### src/rtl/sfcs_pkg.sv
`timescale 1ns / 1ps
`default_nettype none

package sfcs_pkg;

  // actions for the spi byte engine
  typedef enum logic [2:0] {
    ActSelect   = 3'd0,
    ActRelease  = 3'd1,
    ActShiftOut = 3'd2,
    ActShiftIn  = 3'd3,
    ActWait     = 3'd4
  } action_e;

  // configuration register indexes
  localparam logic [2:0] RegReadOp       = 3'd0;
  localparam logic [2:0] RegProgramOp    = 3'd1;
  localparam logic [2:0] RegSectorEraseOp = 3'd2;
  localparam logic [2:0] RegBlockEraseOp = 3'd3;
  localparam logic [2:0] RegWriteEnableOp = 3'd4;

  // step slots of one request, carried out lowest first
  localparam int unsigned NumSteps = 14;
  localparam int unsigned StepW    = 4;

  localparam logic [StepW-1:0] StepCloseRel  = 4'd0;
  localparam logic [StepW-1:0] StepCloseWait = 4'd1;
  localparam logic [StepW-1:0] StepWeSel     = 4'd2;
  localparam logic [StepW-1:0] StepWeOp      = 4'd3;
  localparam logic [StepW-1:0] StepWeRel     = 4'd4;
  localparam logic [StepW-1:0] StepCmdSel    = 4'd5;
  localparam logic [StepW-1:0] StepCmdOp     = 4'd6;
  localparam logic [StepW-1:0] StepAddrHi    = 4'd7;
  localparam logic [StepW-1:0] StepAddrMid   = 4'd8;
  localparam logic [StepW-1:0] StepAddrLo    = 4'd9;
  localparam logic [StepW-1:0] StepData      = 4'd10;
  localparam logic [StepW-1:0] StepShiftIn   = 4'd11;
  localparam logic [StepW-1:0] StepTailRel   = 4'd12;
  localparam logic [StepW-1:0] StepTailWait  = 4'd13;

  typedef logic [NumSteps-1:0] step_mask_t;

  // step groups
  localparam step_mask_t WeMask   = 14'b00_0000_0001_1100;
  localparam step_mask_t CmdMask  = 14'b00_0011_1110_0000;
  localparam step_mask_t TailMask = 14'b11_0000_0000_0000;

  // reset values of the opcode registers
  localparam logic [7:0] ReadOpReset        = 8'h03;
  localparam logic [7:0] ProgramOpReset     = 8'h02;
  localparam logic [7:0] SectorEraseOpReset = 8'h20;
  localparam logic [7:0] BlockEraseOpReset  = 8'hD8;
  localparam logic [7:0] WriteEnableOpReset = 8'h06;

  typedef struct packed {
    logic [7:0] read_op;
    logic [7:0] program_op;
    logic [7:0] sector_erase_op;
    logic [7:0] block_erase_op;
    logic [7:0] write_enable_op;
  } cfg_t;

  // one classified request: which steps to run and their operands
  typedef struct packed {
    step_mask_t  steps;
    logic [7:0]  opcode;
    logic [23:0] address;
    logic [7:0]  data;
  } desc_t;

endpackage

`default_nettype wire

### src/rtl/sfcs_front.sv
`timescale 1ns / 1ps
`default_nettype none

module sfcs_front
  import sfcs_pkg::*;
#(
  parameter int unsigned PAGE_BYTES = 256
) (
  input  wire logic        clk_i,
  input  wire logic        rst_ni,
  input  wire logic        push_i,
  input  wire logic        full_i,
  input  wire logic [2:0]  kind_i,
  input  wire logic [23:0] address_i,
  input  wire logic [7:0]  data_byte_i,
  input  wire cfg_t        cfg_i,
  output logic             q_push_o,
  output desc_t            q_desc_o
);

  localparam logic [23:0] PageMask = 24'(PAGE_BYTES - 1);

  typedef enum logic [2:0] {
    KindBeginRead    = 3'd0,
    KindBeginProgram = 3'd1,
    KindProgramByte  = 3'd2,
    KindReadNext     = 3'd3,
    KindSectorErase  = 3'd4,
    KindBlockErase   = 3'd5,
    KindEnd          = 3'd6
  } kind_e;

  typedef enum logic [1:0] {
    ModeIdle     = 2'd0,
    ModeRead     = 2'd1,
    ModeProgOpen = 2'd2,
    ModeProgGap  = 2'd3
  } mode_e;

  mode_e       mode_q, mode_d;
  logic [23:0] addr_q, addr_d;
  logic        accept;
  step_mask_t  close_steps;
  logic [23:0] addr_inc;
  desc_t       desc;

  assign accept   = push_i & ~full_i;
  assign addr_inc = addr_q + 24'd1;

  // steps that close whatever transaction is open
  always_comb begin
    close_steps = '0;
    close_steps[StepCloseRel]  = (mode_q == ModeRead) || (mode_q == ModeProgOpen);
    close_steps[StepCloseWait] = (mode_q == ModeProgOpen);
  end

  // classify the request against the current mode
  always_comb begin
    desc         = '0;
    desc.opcode  = cfg_i.read_op;
    desc.address = address_i;
    desc.data    = data_byte_i;
    mode_d       = mode_q;
    addr_d       = addr_q;
    case (kind_i)
      KindBeginRead: begin
        desc.steps = close_steps | CmdMask;
        addr_d     = address_i;
        mode_d     = ModeRead;
      end
      KindBeginProgram: begin
        desc.steps  = close_steps | WeMask | CmdMask;
        desc.opcode = cfg_i.program_op;
        addr_d      = address_i;
        mode_d      = ModeProgOpen;
      end
      KindProgramByte: begin
        if (mode_q == ModeProgGap || mode_q == ModeProgOpen) begin
          desc.opcode  = cfg_i.program_op;
          desc.address = addr_q;
          if (mode_q == ModeProgGap) begin
            desc.steps = WeMask | CmdMask;
          end
          desc.steps[StepData] = 1'b1;
          addr_d = addr_inc;
          if ((addr_inc & PageMask) == 24'd0) begin
            desc.steps = desc.steps | TailMask;
            mode_d     = ModeProgGap;
          end else begin
            mode_d = ModeProgOpen;
          end
        end
      end
      KindReadNext: begin
        if (mode_q == ModeRead) begin
          desc.steps[StepShiftIn] = 1'b1;
          addr_d = addr_inc;
        end
      end
      KindSectorErase: begin
        desc.steps  = close_steps | WeMask | CmdMask | TailMask;
        desc.opcode = cfg_i.sector_erase_op;
        addr_d      = address_i;
        mode_d      = ModeIdle;
      end
      KindBlockErase: begin
        desc.steps  = close_steps | WeMask | CmdMask | TailMask;
        desc.opcode = cfg_i.block_erase_op;
        addr_d      = address_i;
        mode_d      = ModeIdle;
      end
      KindEnd: begin
        desc.steps = close_steps;
        mode_d     = ModeIdle;
      end
      default: begin
      end
    endcase
  end

  // requests with no action never enter the queue
  assign q_push_o = accept && (desc.steps != '0);
  assign q_desc_o = desc;

  // transaction state
  always_ff @(posedge clk_i or negedge rst_ni) begin
    if (!rst_ni) begin
      mode_q <= ModeIdle;
      addr_q <= '0;
    end else if (accept) begin
      mode_q <= mode_d;
      addr_q <= addr_d;
    end
  end

endmodule

`default_nettype wire

### src/rtl/sfcs_queue.sv
`timescale 1ns / 1ps
`default_nettype none

module sfcs_queue
  import sfcs_pkg::*;
(
  input  wire logic  clk_i,
  input  wire logic  rst_ni,
  input  wire logic  wr_en_i,
  input  wire desc_t wr_desc_i,
  input  wire logic  rd_en_i,
  output desc_t      rd_desc_o,
  output logic       full_o,
  output logic       empty_o
);

  desc_t       mem_q [2];
  logic        wr_ptr_q, rd_ptr_q;
  logic [1:0]  count_q;

  assign full_o    = (count_q == 2'd2);
  assign empty_o   = (count_q == 2'd0);
  assign rd_desc_o = mem_q[rd_ptr_q];

  // storage
  always_ff @(posedge clk_i) begin
    if (wr_en_i) begin
      mem_q[wr_ptr_q] <= wr_desc_i;
    end
  end

  // pointers and fill count
  always_ff @(posedge clk_i or negedge rst_ni) begin
    if (!rst_ni) begin
      wr_ptr_q <= 1'b0;
      rd_ptr_q <= 1'b0;
      count_q  <= 2'd0;
    end else begin
      if (wr_en_i) begin
        wr_ptr_q <= ~wr_ptr_q;
      end
      if (rd_en_i) begin
        rd_ptr_q <= ~rd_ptr_q;
      end
      if (wr_en_i && !rd_en_i) begin
        count_q <= count_q + 2'd1;
      end else if (rd_en_i && !wr_en_i) begin
        count_q <= count_q - 2'd1;
      end
    end
  end

endmodule

`default_nettype wire

### src/rtl/sfcs_back.sv
`timescale 1ns / 1ps
`default_nettype none

module sfcs_back
  import sfcs_pkg::*;
(
  input  wire logic  clk_i,
  input  wire logic  rst_ni,
  input  wire cfg_t  cfg_i,
  input  wire logic  q_empty_i,
  input  wire desc_t q_desc_i,
  output logic       q_pop_o,
  input  wire logic  pop_i,
  output logic       empty_o,
  output logic [2:0] action_o,
  output logic [7:0] tx_byte_o,
  output logic       last_o
);

  desc_t            cur_q;
  logic             out_valid_q;
  action_e          action_q;
  logic [7:0]       tx_byte_q;
  logic             last_q;

  logic             out_load;
  logic             advance;
  logic             finishing;
  step_mask_t       low_bit;
  step_mask_t       rest;
  logic [StepW-1:0] idx;
  action_e          act;
  logic [7:0]       tx;

  // pick the lowest pending step
  assign low_bit = cur_q.steps & (~cur_q.steps + step_mask_t'(1));
  assign rest    = cur_q.steps & ~low_bit;

  always_comb begin
    idx = '0;
    for (int i = 0; i < NumSteps; i++) begin
      if (low_bit[i]) begin
        idx = StepW'(i);
      end
    end
  end

  // step to action
  always_comb begin
    act = ActRelease;
    tx  = 8'd0;
    case (idx) inside
      StepCloseRel, StepWeRel, StepTailRel: begin
        act = ActRelease;
      end
      StepCloseWait, StepTailWait: begin
        act = ActWait;
      end
      StepWeSel, StepCmdSel: begin
        act = ActSelect;
      end
      StepWeOp: begin
        act = ActShiftOut;
        tx  = cfg_i.write_enable_op;
      end
      StepCmdOp: begin
        act = ActShiftOut;
        tx  = cur_q.opcode;
      end
      StepAddrHi: begin
        act = ActShiftOut;
        tx  = cur_q.address[23:16];
      end
      StepAddrMid: begin
        act = ActShiftOut;
        tx  = cur_q.address[15:8];
      end
      StepAddrLo: begin
        act = ActShiftOut;
        tx  = cur_q.address[7:0];
      end
      StepData: begin
        act = ActShiftOut;
        tx  = cur_q.data;
      end
      StepShiftIn: begin
        act = ActShiftIn;
      end
      default: begin
        act = ActRelease;
      end
    endcase
  end

  // issue one action per cycle while the output slot is free
  assign out_load  = ~out_valid_q | pop_i;
  assign advance   = (cur_q.steps != '0) & out_load;
  assign finishing = (cur_q.steps == '0) | (advance & (rest == '0));
  assign q_pop_o   = finishing & ~q_empty_i;

  // current request and its operands
  always_ff @(posedge clk_i or negedge rst_ni) begin
    if (!rst_ni) begin
      cur_q       <= '0;
      out_valid_q <= 1'b0;
    end else begin
      if (q_pop_o) begin
        cur_q <= q_desc_i;
      end else if (advance) begin
        cur_q.steps <= rest;
      end
      if (advance) begin
        out_valid_q <= 1'b1;
      end else if (pop_i) begin
        out_valid_q <= 1'b0;
      end
    end
  end

  // result payload
  always_ff @(posedge clk_i) begin
    if (advance) begin
      action_q  <= act;
      tx_byte_q <= tx;
      last_q    <= (rest == '0);
    end
  end

  assign empty_o   = ~out_valid_q;
  assign action_o  = action_q;
  assign tx_byte_o = tx_byte_q;
  assign last_o    = last_q;

endmodule

`default_nettype wire

### src/rtl/spi_flash_command_sequencer.sv
`timescale 1ns / 1ps
`default_nettype none

// SPI NOR flash command sequencer. Each request (begin read, begin program,
// program byte, read next, sector erase, block erase, end) becomes a short
// list of byte-engine actions: select, release, shift out, shift in, wait.
// Requests enter through a push/full queue port; a front stage classifies
// them against the open transaction and places a step list in a two-entry
// queue, and a back stage issues one action per clock, while its one-entry
// result register is free or being popped, into that register, read through
// empty/pop. A request passes the queue, the current-request register and
// the result register before its first action is on the result ports; a
// request has 1 to 12 actions, and single-action requests follow back to
// back. Requests that cause no action (a stray program byte or read next,
// end with no transaction open, kind 7) are taken and produce nothing.
// Opcodes live in five 8-bit registers written through the cfg port, which
// is always ready; they must only be written while no request is in flight.
// PAGE_BYTES must be a power of two; programmed data is cut at every
// multiple of it.

module spi_flash_command_sequencer
  import sfcs_pkg::*;
#(
  parameter int unsigned PAGE_BYTES = 256
) (
  input  wire logic        clk_i,
  input  wire logic        rst_ni,
  // request queue side
  input  wire logic        push,
  output logic             full,
  input  wire logic [2:0]  kind_i,
  input  wire logic [23:0] address_i,
  input  wire logic [7:0]  data_byte_i,
  // result queue side
  output logic             empty,
  input  wire logic        pop,
  output logic [2:0]       action_o,
  output logic [7:0]       tx_byte_o,
  output logic             last_o,
  // configuration writes
  input  wire logic        cfg_valid_i,
  output logic             cfg_ready_o,
  input  wire logic [2:0]  cfg_index_i,
  input  wire logic [7:0]  cfg_data_i
);

  cfg_t  cfg_q;
  logic  q_push, q_pop, q_full, q_empty;
  desc_t q_wr_desc, q_rd_desc;

  assign cfg_ready_o = 1'b1;

  // opcode registers
  always_ff @(posedge clk_i or negedge rst_ni) begin
    if (!rst_ni) begin
      cfg_q.read_op         <= ReadOpReset;
      cfg_q.program_op      <= ProgramOpReset;
      cfg_q.sector_erase_op <= SectorEraseOpReset;
      cfg_q.block_erase_op  <= BlockEraseOpReset;
      cfg_q.write_enable_op <= WriteEnableOpReset;
    end else if (cfg_valid_i) begin
      case (cfg_index_i)
        RegReadOp:        cfg_q.read_op         <= cfg_data_i;
        RegProgramOp:     cfg_q.program_op      <= cfg_data_i;
        RegSectorEraseOp: cfg_q.sector_erase_op <= cfg_data_i;
        RegBlockEraseOp:  cfg_q.block_erase_op  <= cfg_data_i;
        RegWriteEnableOp: cfg_q.write_enable_op <= cfg_data_i;
        default: begin
        end
      endcase
    end
  end

  assign full = q_full;

  // request classification
  sfcs_front #(
    .PAGE_BYTES(PAGE_BYTES)
  ) u_front (
    .clk_i      (clk_i),
    .rst_ni     (rst_ni),
    .push_i     (push),
    .full_i     (q_full),
    .kind_i     (kind_i),
    .address_i  (address_i),
    .data_byte_i(data_byte_i),
    .cfg_i      (cfg_q),
    .q_push_o   (q_push),
    .q_desc_o   (q_wr_desc)
  );

  // decoupling queue
  sfcs_queue u_queue (
    .clk_i    (clk_i),
    .rst_ni   (rst_ni),
    .wr_en_i  (q_push),
    .wr_desc_i(q_wr_desc),
    .rd_en_i  (q_pop),
    .rd_desc_o(q_rd_desc),
    .full_o   (q_full),
    .empty_o  (q_empty)
  );

  // action issue
  sfcs_back u_back (
    .clk_i    (clk_i),
    .rst_ni   (rst_ni),
    .cfg_i    (cfg_q),
    .q_empty_i(q_empty),
    .q_desc_i (q_rd_desc),
    .q_pop_o  (q_pop),
    .pop_i    (pop),
    .empty_o  (empty),
    .action_o (action_o),
    .tx_byte_o(tx_byte_o),
    .last_o   (last_o)
  );

endmodule

`default_nettype wire

### config.mk
export PLATFORM = sky130hd
export DESIGN_NAME = spi_flash_command_sequencer
export DESIGN_NICKNAME = d
export VERILOG_FILES = /design/src/rtl/sfcs_pkg.sv /design/src/rtl/sfcs_front.sv /design/src/rtl/sfcs_queue.sv /design/src/rtl/sfcs_back.sv /design/src/rtl/spi_flash_command_sequencer.sv
export SDC_FILE = /design/constraint.sdc
export NUM_CORES = 1
export LEC_CHECK = 0
export BUFFER_PORTS_ARGS = -buffer_cell sky130_fd_sc_hd__buf_2
export CORE_MARGIN = 2
export CORE_UTILIZATION = 35
export DETAILED_ROUTE_END_ITERATION = 6
export HOLD_SLACK_MARGIN = 0.12
export PLACE_DENSITY_LB_ADDON = 0.15
export SYNTH_ARGS = -nofsm -noshare
export SYNTH_HDL_FRONTEND = slang
export SYNTH_SLANG_ARGS = --single-unit
export TNS_END_PERCENT = 10
### constraint.sdc
create_clock -name clk_i -period 4.9 [get_ports clk_i]
set_input_delay 0.49 -clock clk_i [delete_from_list [all_inputs] [get_ports clk_i]]
set_output_delay 0.49 -clock clk_i [all_outputs]
set_load 0.01 [all_outputs]
-- Word level (Yosys, flattened, before mapping)
Memory sizes are Yosys's and may differ from the RTL's.
Cells that the tools add are included.
- $add $sub $neg: 4
- equality and inequality tests: 29
- mux-type cells: 51
- bitwise logic cells: 15
- reductions and logical operators: 36
- operators with widths (operator ; count):
    $mux W24 ; 3
    $pmux W24 S3 ; 1
    $mux W4 ; 12
    $mux W8 ; 6
    $mux W46 ; 1
    $pmux W11 S4 ; 1
    $mux W14 ; 3
    $pmux W8 S4 ; 1
    $and A14 B14 Y14 ; 2
    $logic_not A14 Y1 ; 2
    $not A14 Y14 ; 2
    $reduce_bool A14 Y1 ; 2
    $add A24 B1 Y24 const B ; 1
    $eq A4 B4 Y1 const B ; 6
    $logic_not A24 Y1 ; 1
    $mux W3 ; 8
    $eq A4 B3 Y1 const B ; 4
    $add A14 B1 Y14 const B ; 1
    $eq A3 B2 Y1 const B ; 4
    $eq A3 B3 Y1 const B ; 4
    $mux W10 ; 1
    $reduce_and A2 Y1 ; 5
    $reduce_or A3 Y1 ; 3
    $eq A4 B2 Y1 const B ; 2
    29 further kinds ; 59
- bits in registers: 137
- memory bits (writable): 108
- input port bits: 51
- output and inout bits: 15
- word-level logic and storage cells: 155
- memories kept: 1
- memory list (name ; words ; bits a word ; rd ports ; clocked after Yosys merged registers in ; wr ports ; line ; source):
    u_queue.mem_q ; 2 ; 54 ; 1 ; 0 ; 1 ; sfcs_queue.sv:17 ; desc_t mem_q [2];

-- Depth between registers and ports, before layout
Gate-level depths: netlist of run 1.
- depth after elaboration: 26
- depth in mapped cells: 10
- gate-level depth less buffers: 10

-- Cells and area by module
A second synthesis of run 1 with hierarchy kept.
- cells, all modules: 870
- area, all modules: 11888.9 um^2
- by module, submodules not included (module ; instances ; cells each ; area each (um^2) ; sequential area each (um^2)):
    sfcs_queue ; 1 ; 184 ; 4332.9 ; 3343.2
    sfcs_back ; 1 ; 284 ; 3447.1 ; 1736.7
    sfcs_front ; 1 ; 312 ; 2556.2 ; 650.6
    spi_flash_command_sequencer ; 1 ; 90 ; 1552.7 ; 1013.5

-- Worst setup path before layout of run 1
Ideal clock, no wire load.
- path type: input to register
- start: in kind_i[1]
- end: mem u_queue.mem_q[0][0] (netlist name), enable pin
- setup time: 0.457 ns
- arrival time: 3.423 ns
- slack: 1.019 ns
- stages on the path: 7
- path through: buf_2 -> inv_1 -> o21ai_0 -> o21ai_0 -> a21oi_1 -> o31a_1 -> nor2b_1
- longest elaborated chain between the ends: 7
- RTL lines (element ; line ; source):
    from (decl) ; spi_flash_command_sequencer.sv:31 ; input wire logic [2:0] kind_i,
    $eq A3 B1 Y1 / $eq A3 B3 Y1 (equally long branches) ; sfcs_front.sv:65 ; case (kind_i)
    $reduce_or A3 Y1 (no source line) / $reduce_or A2 Y1 (equally long branches) ; -- ;
    $pmux W11 S4 / $pmux W2 S2 (equally long branches) ; sfcs_front.sv:65 ;
    $reduce_bool A14 Y1 * ; sfcs_front.sv:122 ; assign q_push_o = accept && (desc.steps != '0);
    $logic_and A1 B1 Y1 * ; sfcs_front.sv:122 ;
    net q_push ; spi_flash_command_sequencer.sv:48 ; logic q_push, q_pop, q_full, q_empty;
    $mux W1 * ; sfcs_queue.sv:27 ; if (wr_en_i) begin
    $mux W1 (implied by the code) * ; sfcs_queue.sv:28 ; mem_q[wr_ptr_q] <= wr_desc_i;
    to (decl) ; sfcs_queue.sv:17 ;
The timed path passes the listed nets; every way through them passes the cells marked *.

-- Worst setup path in the final report of run 1
- start: reg u_back.cur_q[46] (netlist name)
- end: reg u_back.cur_q[49] (netlist name)
- longest elaborated chain between the ends: 10
- RTL lines (element ; line ; source):
    from (decl) ; sfcs_back.sv:20 ; desc_t cur_q;
    from (signal assigned) ; sfcs_back.sv:108 ; cur_q <= q_desc_i;
    $not A14 Y14 ; sfcs_back.sv:36 ; assign low_bit = cur_q.steps & (~cur_q.steps + step_mask_t'(1));
    $add A14 B1 Y14 ; sfcs_back.sv:36 ;
    $and A14 B14 Y14 ; sfcs_back.sv:36 ;
    $not A14 Y14 ; sfcs_back.sv:37 ; assign rest = cur_q.steps & ~low_bit;
    $and A14 B14 Y14 ; sfcs_back.sv:37 ;
    $logic_not A14 Y1 ; sfcs_back.sv:98 ; assign finishing = (cur_q.steps == '0) | (advance & (rest == '0));
    $and A1 B1 Y1 ; sfcs_back.sv:98 ;
    $or A1 B1 Y1 ; sfcs_back.sv:98 ;
    $and A1 B1 Y1 ; sfcs_back.sv:99 ; assign q_pop_o = finishing & ~q_empty_i;
    $mux W14 / $reduce_bool A2 Y1 (equally long branches) ; -- ;
Several ways; a longest one is shown, not always the timed one. The select of a mux whose other input is x is not followed.
A chain may end at the register's enable or synchronous reset.

==> results of run 1 <==
## report_power, final
group	total [mW]	leakage [nW]	switching [mW]	internal [mW]
combinational	1.98	1.96	1.16	0.820
clock	2.06	0.446	0.785	1.27
sequential	3.19	2.52	0.500	2.69
## routing by layer
layer,routed length [um],track usage
met5,0,0
met4,577,0.04269
met3,1123,0.02292
met2,11840,0.2631
met1,12120,0.2368
## state kept, by name, summed over array words and instances (netlist names), 2 cells and up
| name | cells |
|---|---|
| u_queue.mem_q | 94 |
| cfg_q | 40 |
| u_front.mode_q | 2 |
| u_queue.count_q | 2 |
| u_back.cur_q | 54 |
| u_back.action_o | 3 |
| u_back.tx_byte_o | 8 |
| u_front.addr_q | 24 |
## layout make-up
type                    instances  area, um2  area share
flip-flops and latches        231       6325      0.5197
multi-input cells             584       3955      0.3250
clock buffers                  36      740.7     0.06087
clock inverters                14      176.4     0.01450
well taps                     390      488.0     0.04010
repair buffers                 76      427.9     0.03516
inverters                      15      56.30    0.004627
## what timing repair did
item,CTS,global route
hold endpoints to repair,33,0
hold buffers,1,0
resized for setup,0,0
endpoints found under the setup margin,0,0
## worst min-delay path by stage
stage	from	to	slack, ns
after global placement	u_back.cur_q[27]	u_back.cur_q[27]	0.47
final	data_byte_i[7]	u_queue.mem_q[0][7]	0.15
after detailed placement	u_back.cur_q[27]	u_back.cur_q[27]	0.47
after CTS	data_byte_i[1]	u_queue.mem_q[0][1]	0.13
after floorplan	rst_ni	cfg_q[0]	0.19
after global routing	data_byte_i[1]	u_queue.mem_q[1][1]	0.14
## stage by stage
step	power (mW)	instance area, um2	cells
global route	7.712	12170	1346
floorplan	4.550	10520	876
global placement	5.221	11240	1295
finish	7.231	12170	1346
CTS	7.322	12170	1346
detailed placement	5.238	11240	1295
## cells by family after synthesis
logic type | after synthesis
and+or+nand+nor | 220
buffers and inverters | 61
muxes | 128
AOI/OAI and AO/OA | 222
adders and majority gates | 8
DFF | 231
xor gates and xnor gates | 5
other | 1
## critical path: stages (launching register included)
cell and delay (ns):
dfrtp_1 0.57, nor4_1 0.63, nand2_1 0.19, nor4_1 0.51, a31oi_4 0.07, buf_4 0.36, or2_2 0.45, nand2_1 0.08
## placed cells by master (no fill, tap or decap), types with 9 or more instances in the layout
cell	count
dfrtp_1	114
edfxtp_1	106
nand2_1	100
o21ai_0	90
mux2_2	65
mux2i_1	63
buf_2	63
a21oi_1	43
nor2_1	39
clkbuf_16	28
o22ai_1	20
nand3_1	16
inv_1	14
a22oi_1	13
nor3_1	12
a211oi_1	12
buf_4	11
dfstp_2	10
a22o_1	9
==> run_results.csv, run 1 <==
group,metric,value,unit
drt,drc_errors,0,
power,irDropWorstVdd,0.2596,mV
run_status,status,"finished, final reports clean",
drt,detail-route-antenna-nets,0,
cells_and_area,n_antenna_cell,0,
cells_and_area,nFillCells,2903,
worst_hold_path,min_delay_path_depth,1,
worst_setup_path,end_kind,"flip-flop",
synth,avgSynthCellArea,12.01,um2
worst_setup_path,arrival,3.47,ns
clock_network,clockBufferDepth,3,
drt,drt_iter0_markers,667,
run,drv_cap,0,
floorplan,initial_utilization,0.3551,
cells_and_area,synthToLayoutAreaGrowth,15.63,%
floorplan,fp.dieH,177.4,um
global_routing,grt_max_degree,87,
sta,relSlewSlack,0.2570,
cells_and_area,drive_gt1_frac,0.2165,
worst_setup_path,crit_start,"u_back.cur_q[46]",
cells_and_area,fin_util,0.4106,
global_routing,grt_pass1_vias,6771,
synth,ys_types,64,
worst_setup_path,cp.required,5.37,ns
synth,yosys.area_share.simple,0.1017,
cells_and_area,layout.nets,992,
power,p_per_area,594.2,nW/um2
synth,synth_seq_cells,231,
sta,rsz0062_at_grt,"no",
synth,synth_edf_count,106,
drt,via_count,6968,
sta,post-route-period-util,0.6117,
synth,synth-seq-area-share,0.6009,
worst_setup_path,reg2reg_depth,7,
worst_setup_path,path_max_fanout,86,
floorplan,dieArea,31470,um2
placement,port_buffers,64,
synth,synth_area,10520,um2
sta,setup_violations,0,
floorplan,die_width,177.4,um
global_routing,antenna_found_initial,0,
sta,period_needed,2.997,ns
synth,synth_compound_area_frac,0.1289,
drt,finalWirelength,25.66,mm
worst_hold_path,holdCritPathClass,"input pin to flip-flop",
floorplan,num_io_pins,66,
synth,yosys_warnings,0,
global_routing,grt_overflow,0,
synth,synth_top_family_by_area,"multiplexers",
synth,yosysTopAreaCell,"edfxtp_1",
synth,synth.top_cells.by_count,"dfrtp_1, edfxtp_1, nand2_1, o21ai_0, mux2_2",
drt,viasPerCell,5.177,
synth,synth-async-reset-ratio,0.5411,
sta,max_freq,333.6,MHz
worst_setup_path,start_kind,"flip-flop",
sta,whs,0.1546,ns
clock_network,postCtsSetupBuffers,0,
clock_network,numCtsBuffers,27,
drt,wl_per_cell,19.06,um
power,p_leak,4.924,nW
placement,hpwlAfterDp,17.72,mm
global_routing,grt_pass1_wl,40.19,mm
synth,yosys.cell_count.top_type,"dfrtp_1",
synth,syn_inst,876,
sta,finalHoldViolations,0,
synth,synth_ff_type,"dfrtp_1",
placement,place_ws,1.747,ns
sta,fin_skew,0.01223,ns
sta,worst_slack,1.903,ns
synth,netlist.area_leader.share,0.3025,
worst_setup_path,regToRegEndpoint,"u_back.cur_q[49]",
clock_network,clk_latency,0.53,ns
worst_setup_path,regToRegSetupSlack,1.90,ns
synth,synth_nets,933,
sta,slew_viol_final,0,
drt,firstDrtPassIters,6,
sta,tightest_slew,1.103,ns
clock_network,cts_tree,"done",
clock_network,root_buffer,"clkbuf_16",
floorplan,core,29640,um2
synth,synth_xor_area_frac,0.004161,
sta,setup_tns,0,ns
worst_setup_path,crit_end,"u_back.cur_q[49]",
floorplan,core.rowCount,63,
clock_network,htreeDepth,1,
synth,synth.area.mux_share,0.1295,
worst_setup_path,reg2reg_from,"u_back.cur_q[46]",
synth,synth-adder-area-share,0.009036,
placement,gp_congestion,0.8022,
clock_network,clock-sinks,231,
clock_network,path_clk_slew,0.06,ns
worst_setup_path,crit_type,"flip-flop to flip-flop",
synth,yosys-top-cells-area,"edfxtp_1, dfrtp_1, mux2_2",
global_routing,track_usage,0.1652,
(Power assumes the default switching activity.)
==> inputs of run 2 (changes only) <==
==> constraint.sdc (replaced) <==
create_clock -name clk_i -period 2.4 [get_ports clk_i]
set_input_delay 0.24 -clock clk_i [delete_from_list [all_inputs] [get_ports clk_i]]
set_output_delay 0.24 -clock clk_i [all_outputs]
set_load 0.01 [all_outputs]
==> run 2 against run 1 <==
Against the previous run:
- first-iteration DRC count decreased by 26%
- power increased by 120%
- combinational power increased by 150%
- cell count increased by 7.2%
- cell area increased by 8.9%
- register-to-register slack got worse by 1.8 ns
- sequential power increased by 100%
- critical path depth increased by 1
- fmax increased by 29%
- clock-buffer cell count increased by 3
==> run_results.csv, run 2 (synthesis gave the netlist of run 1 again) <==
group,metric,value,unit
drt,drc_errors,0,
sta,rsz0062_at_grt,"yes",
floorplan,fp.dieH,177.4,um
drt,viasPerCell,5.078,
cells_and_area,layout_common_cells,"dfrtp_1, edfxtp_1, nand2_1",
drt,finalWirelength,26.20,mm
cells_and_area,final_common_cell,"dfrtp_1",
global_routing,grt_max_degree,126,
drt,drt_iter0_markers,495,
power,p_leak,5.482,nW
worst_setup_path,path_max_fanout,8,
cells_and_area,drive_gt1_frac,0.2555,
worst_setup_path,crit_type,"flip-flop to flip-flop",
drt,detail-route-antenna-nets,0,
global_routing,antenna_found_initial,0,
cells_and_area,n_antenna_cell,0,
clock_network,root_buffer,"clkbuf_16",
floorplan,num_io_pins,66,
worst_setup_path,end_kind,"flip-flop",
placement,port_buffers,64,
power,irDropWorstVdd,0.5969,mV
clock_network,clk_latency,0.55,ns
sta,max_freq,431.0,MHz
floorplan,initial_utilization,0.3551,
sta,whs,0.1585,ns
sta,post-route-period-util,0.9667,
worst_setup_path,start_kind,"flip-flop",
floorplan,core.rowCount,63,
worst_hold_path,holdCritPathClass,"input pin to flip-flop",
cells_and_area,stdcell_count,1443,
floorplan,dieArea,31470,um2
placement,gp_congestion,0.8120,
global_routing,grt_pass1_wl,40.81,mm
clock_network,htreeDepth,1,
clock_network,numCtsBuffers,28,
cells_and_area,layout.nets,1088,
worst_setup_path,cp.required,2.77,ns
sta,period_needed,2.320,ns
run_status,status,"finished, final reports clean",
sta,tightest_slew,0.8151,ns
power,p_per_area,1184,nW/um2
cells_and_area,regMostFlops,"u_queue.mem_q",
clock_network,clockBufferDepth,3,
global_routing,grt_overflow,0,
cells_and_area,fin_util,0.4471,
power,p_total,15.69,mW
global_routing,grt_pass1_vias,7180,
drt,wl_per_cell,18.16,um
clock_network,path_clk_slew,0.06,ns
drt,firstDrtPassIters,5,
sta,relSlewSlack,0.4566,
floorplan,die_width,177.4,um
clock_network,cts_tree,"done",
clock_network,clock-sinks,231,
placement,dp.cells,1341,
run,drv_cap,0,
cells_and_area,synthToLayoutAreaGrowth,25.92,%
sta,slew_viol_final,0,
sta,setup_tns,0,ns
drt,via_count,7328,
sta,fin_skew,0.02357,ns
worst_setup_path,arrival,2.69,ns
global_routing,track_usage,0.1677,
placement,hpwlAfterDp,17.95,mm
cells_and_area,largestRegisters,"u_queue.mem_q (94), u_back.cur_q (54), cfg_q (40)",
cells_and_area,largest_register_ffs,94,
floorplan,core,29640,um2
sta,setup_violations,0,
sta,finalHoldViolations,0,
## run 2: cell count changes in the layout (fill, tap and decap cells not counted), sizes merged
cell,change
buf,+51
clkbuf,+5
clkinv,+1
clkinvlp,-1
dlygate4sd3,+42
inv,-1
## run 2: worst max-delay path, stage by stage (launching register included)
cell and delay [ns]:
dfrtp_2 0.46, buf_6 0.14, or4_4 0.52, nor3_4 0.26, nand2_4 0.09, nor3b_4 0.22
buf_12 0.15, a221oi_1 0.08, a211oi_1 0.22
## run 2: layout make-up
| cell class | instances | area [um2] |
|---|---|---|
| clock buffers | 39 | 813.3 |
| clock inverters | 13 | 166.4 |
| fillers | 2789 | 16390 |
| inverters | 15 | 56.30 |
| multi-input cells | 584 | 3966 |
| flip-flops and latches | 231 | 6326 |
| well taps | 390 | 488.0 |
| repair buffers | 171 | 1435 |
## run 2: layer usage
metal	global-route usage	part of all wire
met1	0.2345	0.47
met4	0.05328	0.026
met3	0.02078	0.037
met2	0.2713	0.47
met5	0	0
## run 2: timing repair
action | 4_1_cts | 5_1_grt
gates resized for setup | 0 | 7
cloned | 0 | 2
pin swaps | 1 | 11
buffers inserted | 1 | 4
endpoints found under the hold margin | 247 | 0
hold buffers | 43 | 0
endpoints found under the setup margin | 8 | 36
## run 2: power breakdown
group	internal, mW	leakage [nW]	switching (mW)	total (mW)
Combinational	2.24	2.48	2.65	4.89
Clock	2.78	0.486	1.64	4.42
Sequential	5.50	2.51	0.888	6.39
## run 2: metrics by stage
| stage | worst slack (ns) | area, um2 |
|---|---|---|
| after floorplan | -0.3480 | 10530 |
| after global placement | -0.009611 | 11730 |
| after detailed placement | -0.07916 | 11730 |
| after CTS | 0.03757 | 13160 |
| after global routing | -0.02751 | 13250 |
| final | 0.08004 | 13250 |
## run 2: path summary, 6_finish.rpt
| check | from | end | slack [ns] | cells after the start |
|---|---|---|---|---|
| max | u_back.cur_q[42] | u_back.tx_byte_o[3] | 0.08 | 8 |
| min | kind_i[0] | u_front.mode_q[0] | 0.16 | 4 |
| max reg2reg | u_back.cur_q[42] | u_back.tx_byte_o[3] | 0.08 | 8 |
| min reg2reg | u_back.cur_q[22] | u_back.cur_q[22] | 0.49 | 2 |
| max in group asynchronous | rst_ni | u_back.cur_q[47] | 1.44 | 3 |
| min in group asynchronous | rst_ni | u_back.cur_q[53] | 0.28 | 3 |
==> inputs of run 3 (changes only) <==
--- a/config.mk
+++ b/config.mk
@@ -8,8 +8,10 @@
 export BUFFER_PORTS_ARGS = -buffer_cell sky130_fd_sc_hd__buf_2
 export CORE_MARGIN = 2
 export CORE_UTILIZATION = 35
+export CTS_CLUSTER_DIAMETER = 30
 export DETAILED_ROUTE_END_ITERATION = 6
 export HOLD_SLACK_MARGIN = 0.12
+export MAX_ROUTING_LAYER = met4
 export PLACE_DENSITY_LB_ADDON = 0.15
 export SYNTH_ARGS = -nofsm -noshare
 export SYNTH_HDL_FRONTEND = slang
==> constraint.sdc (replaced) <==
create_clock -name clk_i -period 2.8 [get_ports clk_i]
set_input_delay 0.28 -clock clk_i [delete_from_list [all_inputs] [get_ports clk_i]]
set_output_delay 0.28 -clock clk_i [all_outputs]
set_load 0.01 [all_outputs]
==> run 3 against run 2 <==
Against the previous run:
- clock power up 51%
- via count up 1.1%
- wire length up 0.64%
- sequential share of layout area down 2.4 points
- critical path depth down 1
- cell count up 1.9%
- clock skew down 0.0070 ns
- critical endpoint is now u_back.cur_q[43]
==> run_results.csv, run 3 (synthesis gave the netlist of run 1 again) <==
group,metric,value,unit
cells_and_area,synthToLayoutAreaGrowth,32.60,%
power,p_leak,5.783,nW
cells_and_area,nFillCells,2742,
drt,viasPerCell,5.041,
placement,hpwlAfterDp,17.89,mm
clock_network,root_buffer,"clkbuf_16",
global_routing,grt_use_met3,0.03256,
cells_and_area,layout_common_cells,"dfrtp_1, edfxtp_1, nand2_1",
worst_setup_path,arrival,3.05,ns
worst_setup_path,crit_type,"flip-flop to flip-flop",
clock_network,path_clk_slew,0.04,ns
clock_network,ctsResizeCount,0,
sta,slew_viol_final,0,
worst_hold_path,holdCritPathClass,"input pin to flip-flop",
global_routing,use_met1,0.2306,
power,irDropWorstVdd,0.5216,mV
floorplan,core.rowCount,63,
worst_setup_path,start_kind,"flip-flop",
sta,relSlewSlack,0.2572,
run_status,status,"finished, final reports clean",
sta,tightest_slew,1.103,ns
drt,wl_per_cell,17.94,um
cells_and_area,drive_gt1_frac,0.2750,
worst_setup_path,cp.required,3.28,ns
clock_network,cts_hold_buf,43,
sta,finalHoldViolations,0,
sta,whs,0.2354,ns
clock_network,cts_tree,"done",
floorplan,fp.dieH,177.4,um
worst_setup_path,cp_slowest_cell,"dfrtp_1",
sta,max_freq,389.8,MHz
drt,detail-route-antenna-nets,0,
worst_setup_path,crit_family,"simple AND/OR/NAND/NOR gates",
power,p_total,16.02,mW
floorplan,core,29640,um2
placement,placed_area,11520,um2
cells_and_area,final_cell_area,13950,um2
worst_setup_path,critPathMaxStageDelay,0.47,ns
power,p_per_area,1148,nW/um2
clock_network,clock-sinks,231,
cells_and_area,final_common_cell,"dfrtp_1",
drt,via_count,7411,
sta,rsz0062_at_grt,"no",
cells_and_area,layout.nets,1091,
run,drv_cap,0,
cells_and_area,largest_register_ffs,94,
global_routing,grtUsageMet2,0.2739,
drt,firstDrtPassIters,5,
global_routing,grt_max_degree,65,
drt,drt_iter0_markers,459,
clock_network,htreeDepth,2,
clock_network,postCtsSetupBuffers,0,
worst_setup_path,end_kind,"flip-flop",
clock_network,numCtsBuffers,54,
sta,period_needed,2.566,ns
clock_network,clk_latency,0.55,ns
drt,drc_errors,0,
global_routing,grt_pass1_wl,41.22,mm
global_routing,grt_pass1_vias,7376,
sta,post-route-period-util,0.9163,
cells_and_area,largestRegisters,"u_queue.mem_q (94), u_back.cur_q (54), cfg_q (40)",
floorplan,num_io_pins,66,
floorplan,initial_utilization,0.3551,
worst_setup_path,path_max_fanout,64,
worst_setup_path,crit_buf_inv,1,
clock_network,clockBufferDepth,3,
cells_and_area,regMostFlops,"u_queue.mem_q",
global_routing,antenna_found_initial,0,
floorplan,dieArea,31470,um2
placement,port_buffers,64,
sta,setup_violations,0,
sta,fin_skew,0.01657,ns
global_routing,grt_overflow,0,
sta,setup_tns,0,ns
global_routing,busiest_layer,"met2",
floorplan,die_width,177.4,um
cells_and_area,n_antenna_cell,0,
drt,finalWirelength,26.37,mm
worst_setup_path,crit_chain,"nor4_4 -> a41oi_1 -> nor4b_2 -> a31oi_4 -> buf_4 -> or2_1 -> nand2_1",
placement,gp_congestion,0.8550,
global_routing,track_usage,0.1754,
run 3: cell count changes in the layout (fill, tap and decap cells not counted), sizes merged:
cell / before / now
clkbuf: 41 / 66
buf: 126 / 105
clkinvlp: 0 / 9
clkinv: 9 / 17
bufinv: 4 / 7
inv: 15 / 18
run 3: power by group:
part	switching [mW]	internal, mW
registers	0.794	4.72
logic	2.16	1.66
clock network	2.04	4.65
total	4.99	11.0
run 3: metal layers:
metal	wire [um]	part of all wire
met5	0	0
met4	617	0.023
met3	1061	0.040
met2	12440	0.47
met1	12250	0.46
run 3: worst paths after layout:
path | end | startpoint | cells past startpoint | slack, ns
setup / recovery | u_back.cur_q[43] | u_back.cur_q[40] | 7 | 0.23
hold / removal | u_front.mode_q[0] | kind_i[0] | 4 | 0.24
setup reg to reg | u_back.cur_q[43] | u_back.cur_q[40] | 7 | 0.23
hold reg to reg | u_back.cur_q[17] | u_back.cur_q[17] | 2 | 0.48
max in group asynchronous | cfg_q[14] | rst_ni | 3 | 1.70
min in group asynchronous | u_queue.wr_ptr_q | rst_ni | 2 | 0.34
run 3: tightest hold or removal path: cells and delay by family:
| kind | cells | cell delay, ns |
|---|---|---|
| AOI/OAI and AO/OA | 2 | 0.23 |
| buffers and inverters | 1 | 0.15 |
| and+or+nand+nor | 1 | 0.09 |
run 3: through the flow:
step / setup slack, ns / cells / utilization
3_5_place_dp: 0.2522 / 1325 / 0.3886
2_1_floorplan: 0.05198 / 876 / -
5_1_grt: 0.08373 / 1470 / 0.4708
6_report: 0.2343 / 1470 / 0.4708
3_3_place_gp: 0.2948 / 1325 / 0.3886
4_1_cts: 0.2449 / 1470 / 0.4708
run 3: cell type report:
class | count | area, um2 | share of cell area
clock inverters | 36 | 432.9 | 0.03102
inverters | 15 | 56.30 | 0.004035
well taps | 390 | 488.0 | 0.03497
multi-input cells | 584 | 3955 | 0.2834
clock buffers | 66 | 1574 | 0.1128
repair buffers | 148 | 1124 | 0.08052
flip-flops and latches | 231 | 6325 | 0.4532
